`config.mk`:
```
export PLATFORM = sky130hd
export DESIGN_NAME = ght_eval
export DESIGN_NICKNAME = d
export VERILOG_FILES = /design/src/sv/ght_pkg.sv /design/src/sv/ght_eval.sv
export SDC_FILE = /design/constraint.sdc
export NUM_CORES = 1
export LEC_CHECK = 0
export BUFFER_PORTS_ARGS = -buffer_cell sky130_fd_sc_hd__buf_2
export CORE_AREA = 2 2 73 75
export DETAILED_ROUTE_END_ITERATION = 10
export DIE_AREA = 0 0 75 77
export PLACE_DENSITY = 0.79
export SETUP_SLACK_MARGIN = 0.1
export SLEW_MARGIN = 20
export SYNTH_ARGS = -nofsm -noshare
export SYNTH_HDL_FRONTEND = slang
export SYNTH_SLANG_ARGS = --single-unit
```
`constraint.sdc`:
```
create_clock -name vclk -period 2.1
set_input_delay 0.315 -clock vclk [all_inputs]
set_output_delay 0.315 -clock vclk [all_outputs]
set_load 0.02 [all_outputs]
```
`src/sv/ght_pkg.sv`:
```
// shared types and constants of the generational handle table
// no dependencies; used by generational_handle_table and ght_eval

package ght_pkg;

    localparam int ENTRIES_DEFAULT = 1024;
    localparam int HANDLE_BITS     = 32;
    localparam int OWNER_BITS      = 32;
    localparam int COUNT_BITS      = 11;

    typedef enum logic [1:0] {
        CMD_ALLOC  = 2'd0,
        CMD_CANCEL = 2'd1,
        CMD_FREE   = 2'd2,
        CMD_CHECK  = 2'd3
    } cmd_t;

    typedef enum logic [1:0] {
        ST_OK    = 2'd0,
        ST_FULL  = 2'd1,
        ST_STALE = 2'd2,
        ST_OWNER = 2'd3
    } status_t;

    // outcome of one request, from the evaluation logic to the top level
    typedef struct packed {
        status_t status;
        logic    take;      // entry leaves the free list
        logic    give_back; // entry is released to the free list tail
    } eval_t;

endpackage

```
`src/sv/ght_eval.sv`:
```
// evaluation of one request against the entry read from the table
// depends on ght_pkg

module ght_eval #(
    parameter int ENTRIES   = ght_pkg::ENTRIES_DEFAULT,
    parameter int IDX_BITS  = $clog2(ENTRIES),
    parameter int INST_BITS = ght_pkg::HANDLE_BITS - IDX_BITS
) (
    input  ght_pkg::cmd_t                   cmd,
    input  logic [ght_pkg::HANDLE_BITS-1:0] handle,
    input  logic [ght_pkg::OWNER_BITS-1:0]  owner,
    input  logic [IDX_BITS-1:0]             idx,
    input  logic                            free_empty,
    input  logic                            entry_occ,
    input  logic [INST_BITS-1:0]            entry_inst,
    input  logic [ght_pkg::OWNER_BITS-1:0]  entry_owner,
    output ght_pkg::eval_t                  ev,
    output logic [INST_BITS-1:0]            inst_next,
    output logic [ght_pkg::HANDLE_BITS-1:0] result_handle
);

    logic [IDX_BITS:0] hidx_ext;
    logic              in_range;
    logic              match;

    assign hidx_ext = {1'b0, handle[IDX_BITS-1:0]};
    assign in_range = hidx_ext < (IDX_BITS+1)'(ENTRIES);
    assign match    = in_range && entry_occ
                      && (handle[ght_pkg::HANDLE_BITS-1:IDX_BITS] == entry_inst);

    // instance wraps from all ones to one, never to zero
    assign inst_next = (entry_inst == {INST_BITS{1'b1}}) ? INST_BITS'(1)
                                                         : entry_inst + INST_BITS'(1);

    always_comb
    begin
        ev.status     = ght_pkg::ST_OK;
        ev.take       = 1'b0;
        ev.give_back  = 1'b0;
        result_handle = handle;
        case (cmd)
            ght_pkg::CMD_ALLOC:
            begin
                if (free_empty)
                begin
                    ev.status     = ght_pkg::ST_FULL;
                    result_handle = '0;
                end
                else
                begin
                    ev.take       = 1'b1;
                    result_handle = {entry_inst, idx};
                end
            end
            ght_pkg::CMD_CANCEL, ght_pkg::CMD_CHECK:
            begin
                if (!match)
                begin
                    ev.status = ght_pkg::ST_STALE;
                end
                else if (entry_owner != owner)
                begin
                    ev.status = ght_pkg::ST_OWNER;
                end
                else
                begin
                    ev.give_back = (cmd == ght_pkg::CMD_CANCEL);
                end
            end
            ght_pkg::CMD_FREE:
            begin
                if (!match)
                begin
                    ev.status = ght_pkg::ST_STALE;
                end
                else
                begin
                    ev.give_back = 1'b1;
                end
            end
            default:
            begin
                ev.status = ght_pkg::ST_STALE;
            end
        endcase
    end

endmodule
```
==> reports/results.txt, run 1 <==
layout cell share with drive strength beyond 1: 0.5345
commonest cells after routing, fill and taps aside: buf_2, nand2_1, xor2_1
Sequential Area: 0 sq um
register area share after synthesis: 0
top layer in use: met4
Final Cycle Share: 1.006
1st-iter DRT viols: 71
die area: 0.005775 sq mm
critical path fanouts, max: 2
largest family of logic cells by synthesized area: XOR/XNOR gates
Hold WC Path Type: input port to primary output
Worst Setup Path Type: input port to primary output
pin count of the biggest net entering global routing: 43
Peak VDD IR: 0.1178 mV
crit path max-delay cell type: o41a_1
Final HPWL DP: 5.832 mm
met1 WL: 2.647 mm
DIE WIDTH: 75 um
TritonRoute pass-1 iters: 6
met3 routed WL: 659 um
Crit path largest cell delay: 0.45 ns
critical path, cell by cell: buf_2 -> xor2_1 -> nor4_2 -> nand2_1 -> o41a_1 -> o21a_1 -> buf_6
failing checks: setup timing
floorplan core area: 0.004977 sq mm
Area Growth Syn to Fin: 86.03%
RePlAce Congestion: 0.7990
Cell Area, Synth: 0.001603 sq mm
instance count of the mapped netlist: 262
commonest non-fill, non-tap cell in the layout: buf_2
vias in the first global route: 2448
unrepaired setup endpoints after global routing: yes
setup TNS: -0.01206 ns
DRC viols: 0
Max-Cap Viols: 0
average cell area after synthesis: 6.118 sq um
Peak Freq: 473.5 MHz
Final setup viols: 1
Synth Area in XOR/XNOR: 0.3989
YS warnings: 0
Ports: 190
cell area power density: 213.1 mW/mm^2
Avg Vias per Cell: 4.813
adder-cell share of the synthesized area: 0.007806
Rel. slew slack: 0.7668
nature of the critical path startpoint: input port
mux share of post-synthesis cell area: 0
initial antenna violation count: 0
Hold Path Origin: free_empty
largest area contributor in the netlist: xor2_1
seq_cells: 0
global route overflow: 0
Starting Density: 0.3220
Final Util: 0.5990
syn nets: 395
setup slack after layout: -0.01206 ns
crit end category: primary output
Fillers: 475
Simple-Gate Fraction of Synth Area: 0.3919
clkbuf count: 0
GRT Util Overall: 0.2233
DIE HEIGHT: 77 um
Hold Vio Cnt, Final: 0
Buf+Inv Stages, Crit Path: 2
port bufs: 190
wire per inst: 13.64 um
post-synth top area share: 0.3005
routed wire length on met2: 3.795 mm
leakage: 1.584 nW
Worst Setup SP: owner[31]
Crit path arrival time: 1.80 ns
max-slew violation count: 0
Final ANT Viol Nets: 0
Worst EP required: 1.78 ns
post-synthesis compound-gate area fraction: 0.1351
count of different cell masters after synthesis: 35
Ant. Diodes: 0
status: complete, but fails checks
global-route wire length before repair: 10.56 mm
Total Routed Length: 7.283 mm
fin nets: 599
minimum clock period: 2.112 ns
Worst-Margin Slew: 0.3498 ns
Top delay family on crit path: compound AO/OA/AOI/OAI gates
vias after detailed routing: 2570
Multi-input gate area: 0.001620 sq mm
site row count: 26
Area contributors post-synth: xor2_1, nand2_1, o21ai_0, xnor2_1, nand4_1
## logic make-up (layout without fill, tap and decap cells)
logic type | count (synthesis) | in the layout
AND/OR/NAND/NOR | 130 | 130
XOR/XNOR | 73 | 73
AO/OA/AOI/OAI | 39 | 39
buffers and inverters | 19 | 221
adder cells (fa/ha/maj) | 1 | 1
## metrics by stage
| stage | power (mW) | instances | setup WS [ns] | hold WS (ns) | cell area (sq um) |
|---|---|---|---|---|---|
| after floorplan | 0.3055 | 262 | 0.1527 | 0.7098 | 1603 |
| after global placement | 0.5767 | 528 | -0.01032 | 0.8966 | 2719 |
| after detailed placement | 0.5865 | 528 | -0.009548 | 0.8998 | 2719 |
| after CTS | 0.5982 | 528 | -0.001160 | 0.9004 | 2771 |
| after global routing | 0.6913 | 534 | -0.07443 | 0.9086 | 2982 |
| final | 0.6353 | 534 | -0.01206 | 0.8977 | 2982 |
## tightest hold or removal path, stage by stage
cell and delay [ns]:
buf_2 0.08, nor2_1 0.03, buf_2 0.15
## per-layer routing
| layer | vias up | global-route usage |
|---|---|---|
| li1 | 1286 | - |
| met1 | 1133 | 0.2394 |
| met2 | 133 | 0.4360 |
| met3 | 18 | 0.03154 |
| met4 | 0 | 0.05357 |
| met5 | - | 0 |
## worst paths after layout
path / endpoint / slack, ns / depth (start not counted)
max: ev[3] / -0.01 / 7
min: ev[1] / 0.90 / 3
## where the power goes
group | switching, mW | total [mW] | internal (mW)
clock | 0 | 0 | 0
sequential | 0 | 0 | 0
combinational | 0.352 | 0.635 | 0.284
total | 0.352 | 0.635 | 0.284
## timing repair
item | CTS | global route
pin swaps | 12 | 9
resized for setup | 10 | 38
endpoints found under the setup margin | 14 | 17
gates cloned | 0 | 0
hold buffers | 0 | 0
setup buffers | 0 | 6
## cells in the mapped netlist, drive strengths merged
| cell type | n |
|---|---|
| a21o | 1 |
| and4b | 1 |
| and3 | 3 |
| ha | 1 |
| or3 | 1 |
| inv | 1 |
| nand4 | 9 |
| nand2b | 1 |
| or2 | 1 |
| xor2 | 55 |
| o21a | 1 |
| o21ai | 32 |
| o22a | 1 |
| xnor2 | 18 |
| nand2 | 74 |
| a31oi | 1 |
| nor2b | 1 |
| buf | 9 |
| nor2 | 12 |
| o41a | 1 |
| nor4 | 12 |
| nand3 | 7 |
| o22ai | 1 |
| clkbuf | 9 |
| and4 | 2 |
| o41ai | 1 |
| and2b | 1 |
| nor3 | 5 |
## area by class of cell
type,instances,area share
multi-input cells,243,0.5434
well taps,70,0.02937
inverters,1,0.001259
repair buffers,220,0.4259
Note: power is estimated with default switching activity, not from simulation.
==> run 2: changes to the inputs <==
- PLACE_DENSITY: 0.79 -> unset
- PLACE_DENSITY_LB_ADDON: unset -> 0.1
==> reports/results.txt, run 2 (synthesis results as in run 1) <==
status: complete, no violations
Sequential Area: 0 sq um
vias in the first global route: 2317
Hold Path Origin: free_empty
cell area power density: 212.1 mW/mm^2
Hold WS: 0.9085 ns
grt met2 use: 0.3921
crit path max-delay cell type: o41a_1
clkbuf count: 0
global route overflow: 0
Total Routed Length: 6.687 mm
Worst Setup Path Type: input port to primary output
site row count: 26
TritonRoute pass-1 iters: 4
Ports: 190
layout cell share with drive strength beyond 1: 0.5088
setup slack after layout: 0.008615 ns
wire per inst: 12.76 um
crit end category: primary output
Hold WC Path Type: input port to primary output
Buf+Inv Stages, Crit Path: 2
GRT Util Overall: 0.2114
Final Cycle Share: 0.9959
max-slew violation count: 0
fin nets: 589
Top delay family on crit path: simple AND/OR/NAND/NOR gates
Avg Vias per Cell: 4.615
DRC viols: 0
Ant. Diodes: 0
GR Util met1: 0.2524
Design Power: 0.6218 mW
Worst EP required: 1.78 ns
Rel. slew slack: 0.7877
Fillers: 497
Area Growth Syn to Fin: 82.90%
DIE HEIGHT: 77 um
Crit path arrival time: 1.78 ns
commonest cells after routing, fill and taps aside: buf_2, nand2_1, xor2_1
commonest non-fill, non-tap cell in the layout: buf_2
initial antenna violation count: 0
critical path fanouts, max: 2
RePlAce Congestion: 0.7809
Peak VDD IR: 0.1143 mV
Hold Vio Cnt, Final: 0
leakage: 1.536 nW
nature of the critical path startpoint: input port
floorplan core area: 0.004977 sq mm
Max-Cap Viols: 0
unrepaired setup endpoints after global routing: yes
port bufs: 190
global-route wire length before repair: 10.05 mm
Place WS: -0.04018 ns
critical path, cell by cell: buf_6 -> xor2_2 -> nor4_2 -> nand2_1 -> o41a_1 -> nor3_2 -> buf_4
Final setup viols: 0
DIE WIDTH: 75 um
placed cell areas: 0.002679 sq mm
die area: 0.005775 sq mm
Worst Setup SP: entry_owner[5]
Crit path largest cell delay: 0.44 ns
vias after detailed routing: 2418
Final ANT Viol Nets: 0
Worst-Margin Slew: 0.3144 ns
Peak Freq: 478.2 MHz
met3 Track Usage GR: 0.02365
minimum clock period: 2.091 ns
1st-iter DRT viols: 65
Final Util: 0.5890
Most Crowded Layer GR: met2
Final Cell Area: 0.002932 sq mm
Starting Density: 0.3220
Final HPWL DP: 5.489 mm
seq_cells: 0
pin count of the biggest net entering global routing: 66
run 2: through the flow:
step | TNS (ns) | std cells
final | 0 | 524
after global placement | -0.02470 | 521
after detailed placement | -0.07404 | 521
after CTS | 0 | 522
after global routing | -0.08657 | 524
after floorplan | 0 | 262
run 2: power breakdown:
group,total (mW),internal [mW],switching (mW)
clock,0,0,0
sequential,0,0,0
combinational,0.622,0.284,0.338
run 2: layout make-up:
| type | count | area [sq um] | area share |
|---|---|---|---|
| inverter | 1 | 3.754 | 0.001280 |
| multi-input combinational | 243 | 1593 | 0.5433 |
| tap | 70 | 87.58 | 0.02988 |
| timing repair buffer | 210 | 1247 | 0.4255 |
run 2: path summary, 6_finish.rpt:
path / slack [ns] / endpoint / depth (start not counted)
worst min-delay path: 0.91 / ev[1] / 3
worst max-delay path: 0.009 / ev[0] / 7
run 2: per-layer routing:
metal  part of all wire  vias to the layer above
met1               0.40                     1024
met5                  0                        -
met2               0.49                      109
met3              0.079                       14
li1                   -                     1271
met4              0.026                        0
run 2: worst min-delay path: stages:
cell and delay (ns):
buf_2 0.09, nor2_1 0.04, buf_2 0.15
run 2: what timing repair did:
action,in CTS,in global routing
setup endpoints to repair,10,20
hold buffers,0,0
pin swaps,12,17
resized for setup,10,46
setup buffers,1,2
hold endpoints to repair,0,0
==> run 3: changes to the inputs <==
- REMOVE_ABC_BUFFERS: unset -> 1
==> reports/results.txt, run 3 (synthesis results as in run 1) <==
status: complete, but fails checks
failing checks: setup timing
DRC viols: 0
port bufs: 190
fin nets: 598
setup slack after layout: -0.02679 ns
clkbuf count: 0
Hold Vio Cnt, Final: 0
commonest non-fill, non-tap cell in the layout: buf_2
wire per inst: 12.39 um
layout cell share with drive strength beyond 1: 0.5313
minimum clock period: 2.127 ns
Rel. slew slack: 0.7743
Buf+Inv Stages, Crit Path: 2
Sequential Area: 0 sq um
Peak VDD IR: 0.1374 mV
setup TNS: -0.08303 ns
global-route wire length before repair: 9.936 mm
commonest cells after routing, fill and taps aside: buf_2, nand2_1, xor2_1
Final ANT Viol Nets: 0
die area: 0.005775 sq mm
floorplan core area: 0.004977 sq mm
site row count: 26
initial antenna violation count: 0
vias after detailed routing: 2506
Worst Setup Path Type: input port to primary output
Crit path arrival time: 1.81 ns
Final Cycle Share: 1.013
Cell Count Post-Placement: 526
vias in the first global route: 2342
Worst path most repeated cell: buf_2
Fillers: 509
1st-iter DRT viols: 50
Total Routed Length: 6.602 mm
Final Cell Area: 0.003025 sq mm
crit path max-delay cell type: o41a_1
Non-Filler Instances: 533
Design Power: 0.6376 mW
critical path, cell by cell: buf_2 -> xor2_1 -> nor4_1 -> nand2_1 -> o41a_1 -> o21a_1 -> buf_2
Final setup viols: 4
Avg Vias per Cell: 4.702
Ports: 190
Area Growth Syn to Fin: 88.76%
Final Util: 0.6078
Hold WC Path Type: input port to primary output
RePlAce Congestion: 0.8143
cell area power density: 210.8 mW/mm^2
Worst EP required: 1.78 ns
global route overflow: 0
unrepaired setup endpoints after global routing: yes
pin count of the biggest net entering global routing: 41
Final HPWL DP: 5.474 mm
Top delay family on crit path: compound AO/OA/AOI/OAI gates
Starting Density: 0.3220
DIE HEIGHT: 77 um
max-slew violation count: 0
Crit path largest cell delay: 0.47 ns
Peak Freq: 470.2 MHz
Worst-Margin Slew: 0.3385 ns
Hold WS: 0.9084 ns
Place WS: -0.2124 ns
nature of the critical path startpoint: input port
Post-CTS Hold Buffers: 0
seq_cells: 0
placed cell areas: 0.002716 sq mm
GRT Util Overall: 0.2057
DIE WIDTH: 75 um
leakage: 1.580 nW
TritonRoute pass-1 iters: 4
Max-Cap Viols: 0
crit end category: primary output
Ant. Diodes: 0
critical path fanouts, max: 2
run 3: changes by cell type in the layout (fill, tap and decap cells not counted), moves of 2 or more:
cell	previous run	this run
xor2_2	2	4
buf_8	5	3
buf_4	22	34
xor2_1	53	51
buf_2	168	166
nor2_4	0	2
buf_6	11	13
run 3: path summary, 6_finish.rpt:
kind	start	to	slack (ns)	depth (start not counted)
min	free_empty	ev[1]	0.91	3
max	owner[22]	ev[3]	-0.03	7
run 3: power by group:
part	total, mW	switching, mW	internal (mW)
registers	0	0	0
logic	0.638	0.341	0.297
clock network	0	0	0
run 3: layout make-up:
type                            instances  area, sq um  area share
Inverter                                1        3.754    0.001241
Multi-Input combinational cell        243         1622      0.5360
Tap cell                               70        87.58     0.02895
Timing Repair Buffer                  219         1313      0.4338
run 3: worst min-delay path, delay by kind of cell:
family	cells	cell delay, ns
AND/OR/NAND/NOR	1	0.04
buffers and inverters	2	0.24
run 3: layer usage:
metal / vias up / wire length (um) / track usage
li1: 1284 / - / -
met4: 0 / 34 / 0.01786
met2: 110 / 3327 / 0.3930
met3: 4 / 627 / 0.03022
met5: - / 0 / 0
met1: 1108 / 2613 / 0.2414
run 3: what timing repair did:
item / CTS / global route
endpoints found under the setup margin: 18 / 18
gates resized for setup: 28 / 38
pin swaps: 8 / 11
gates cloned: 0 / 1
setup buffers: 3 / 3
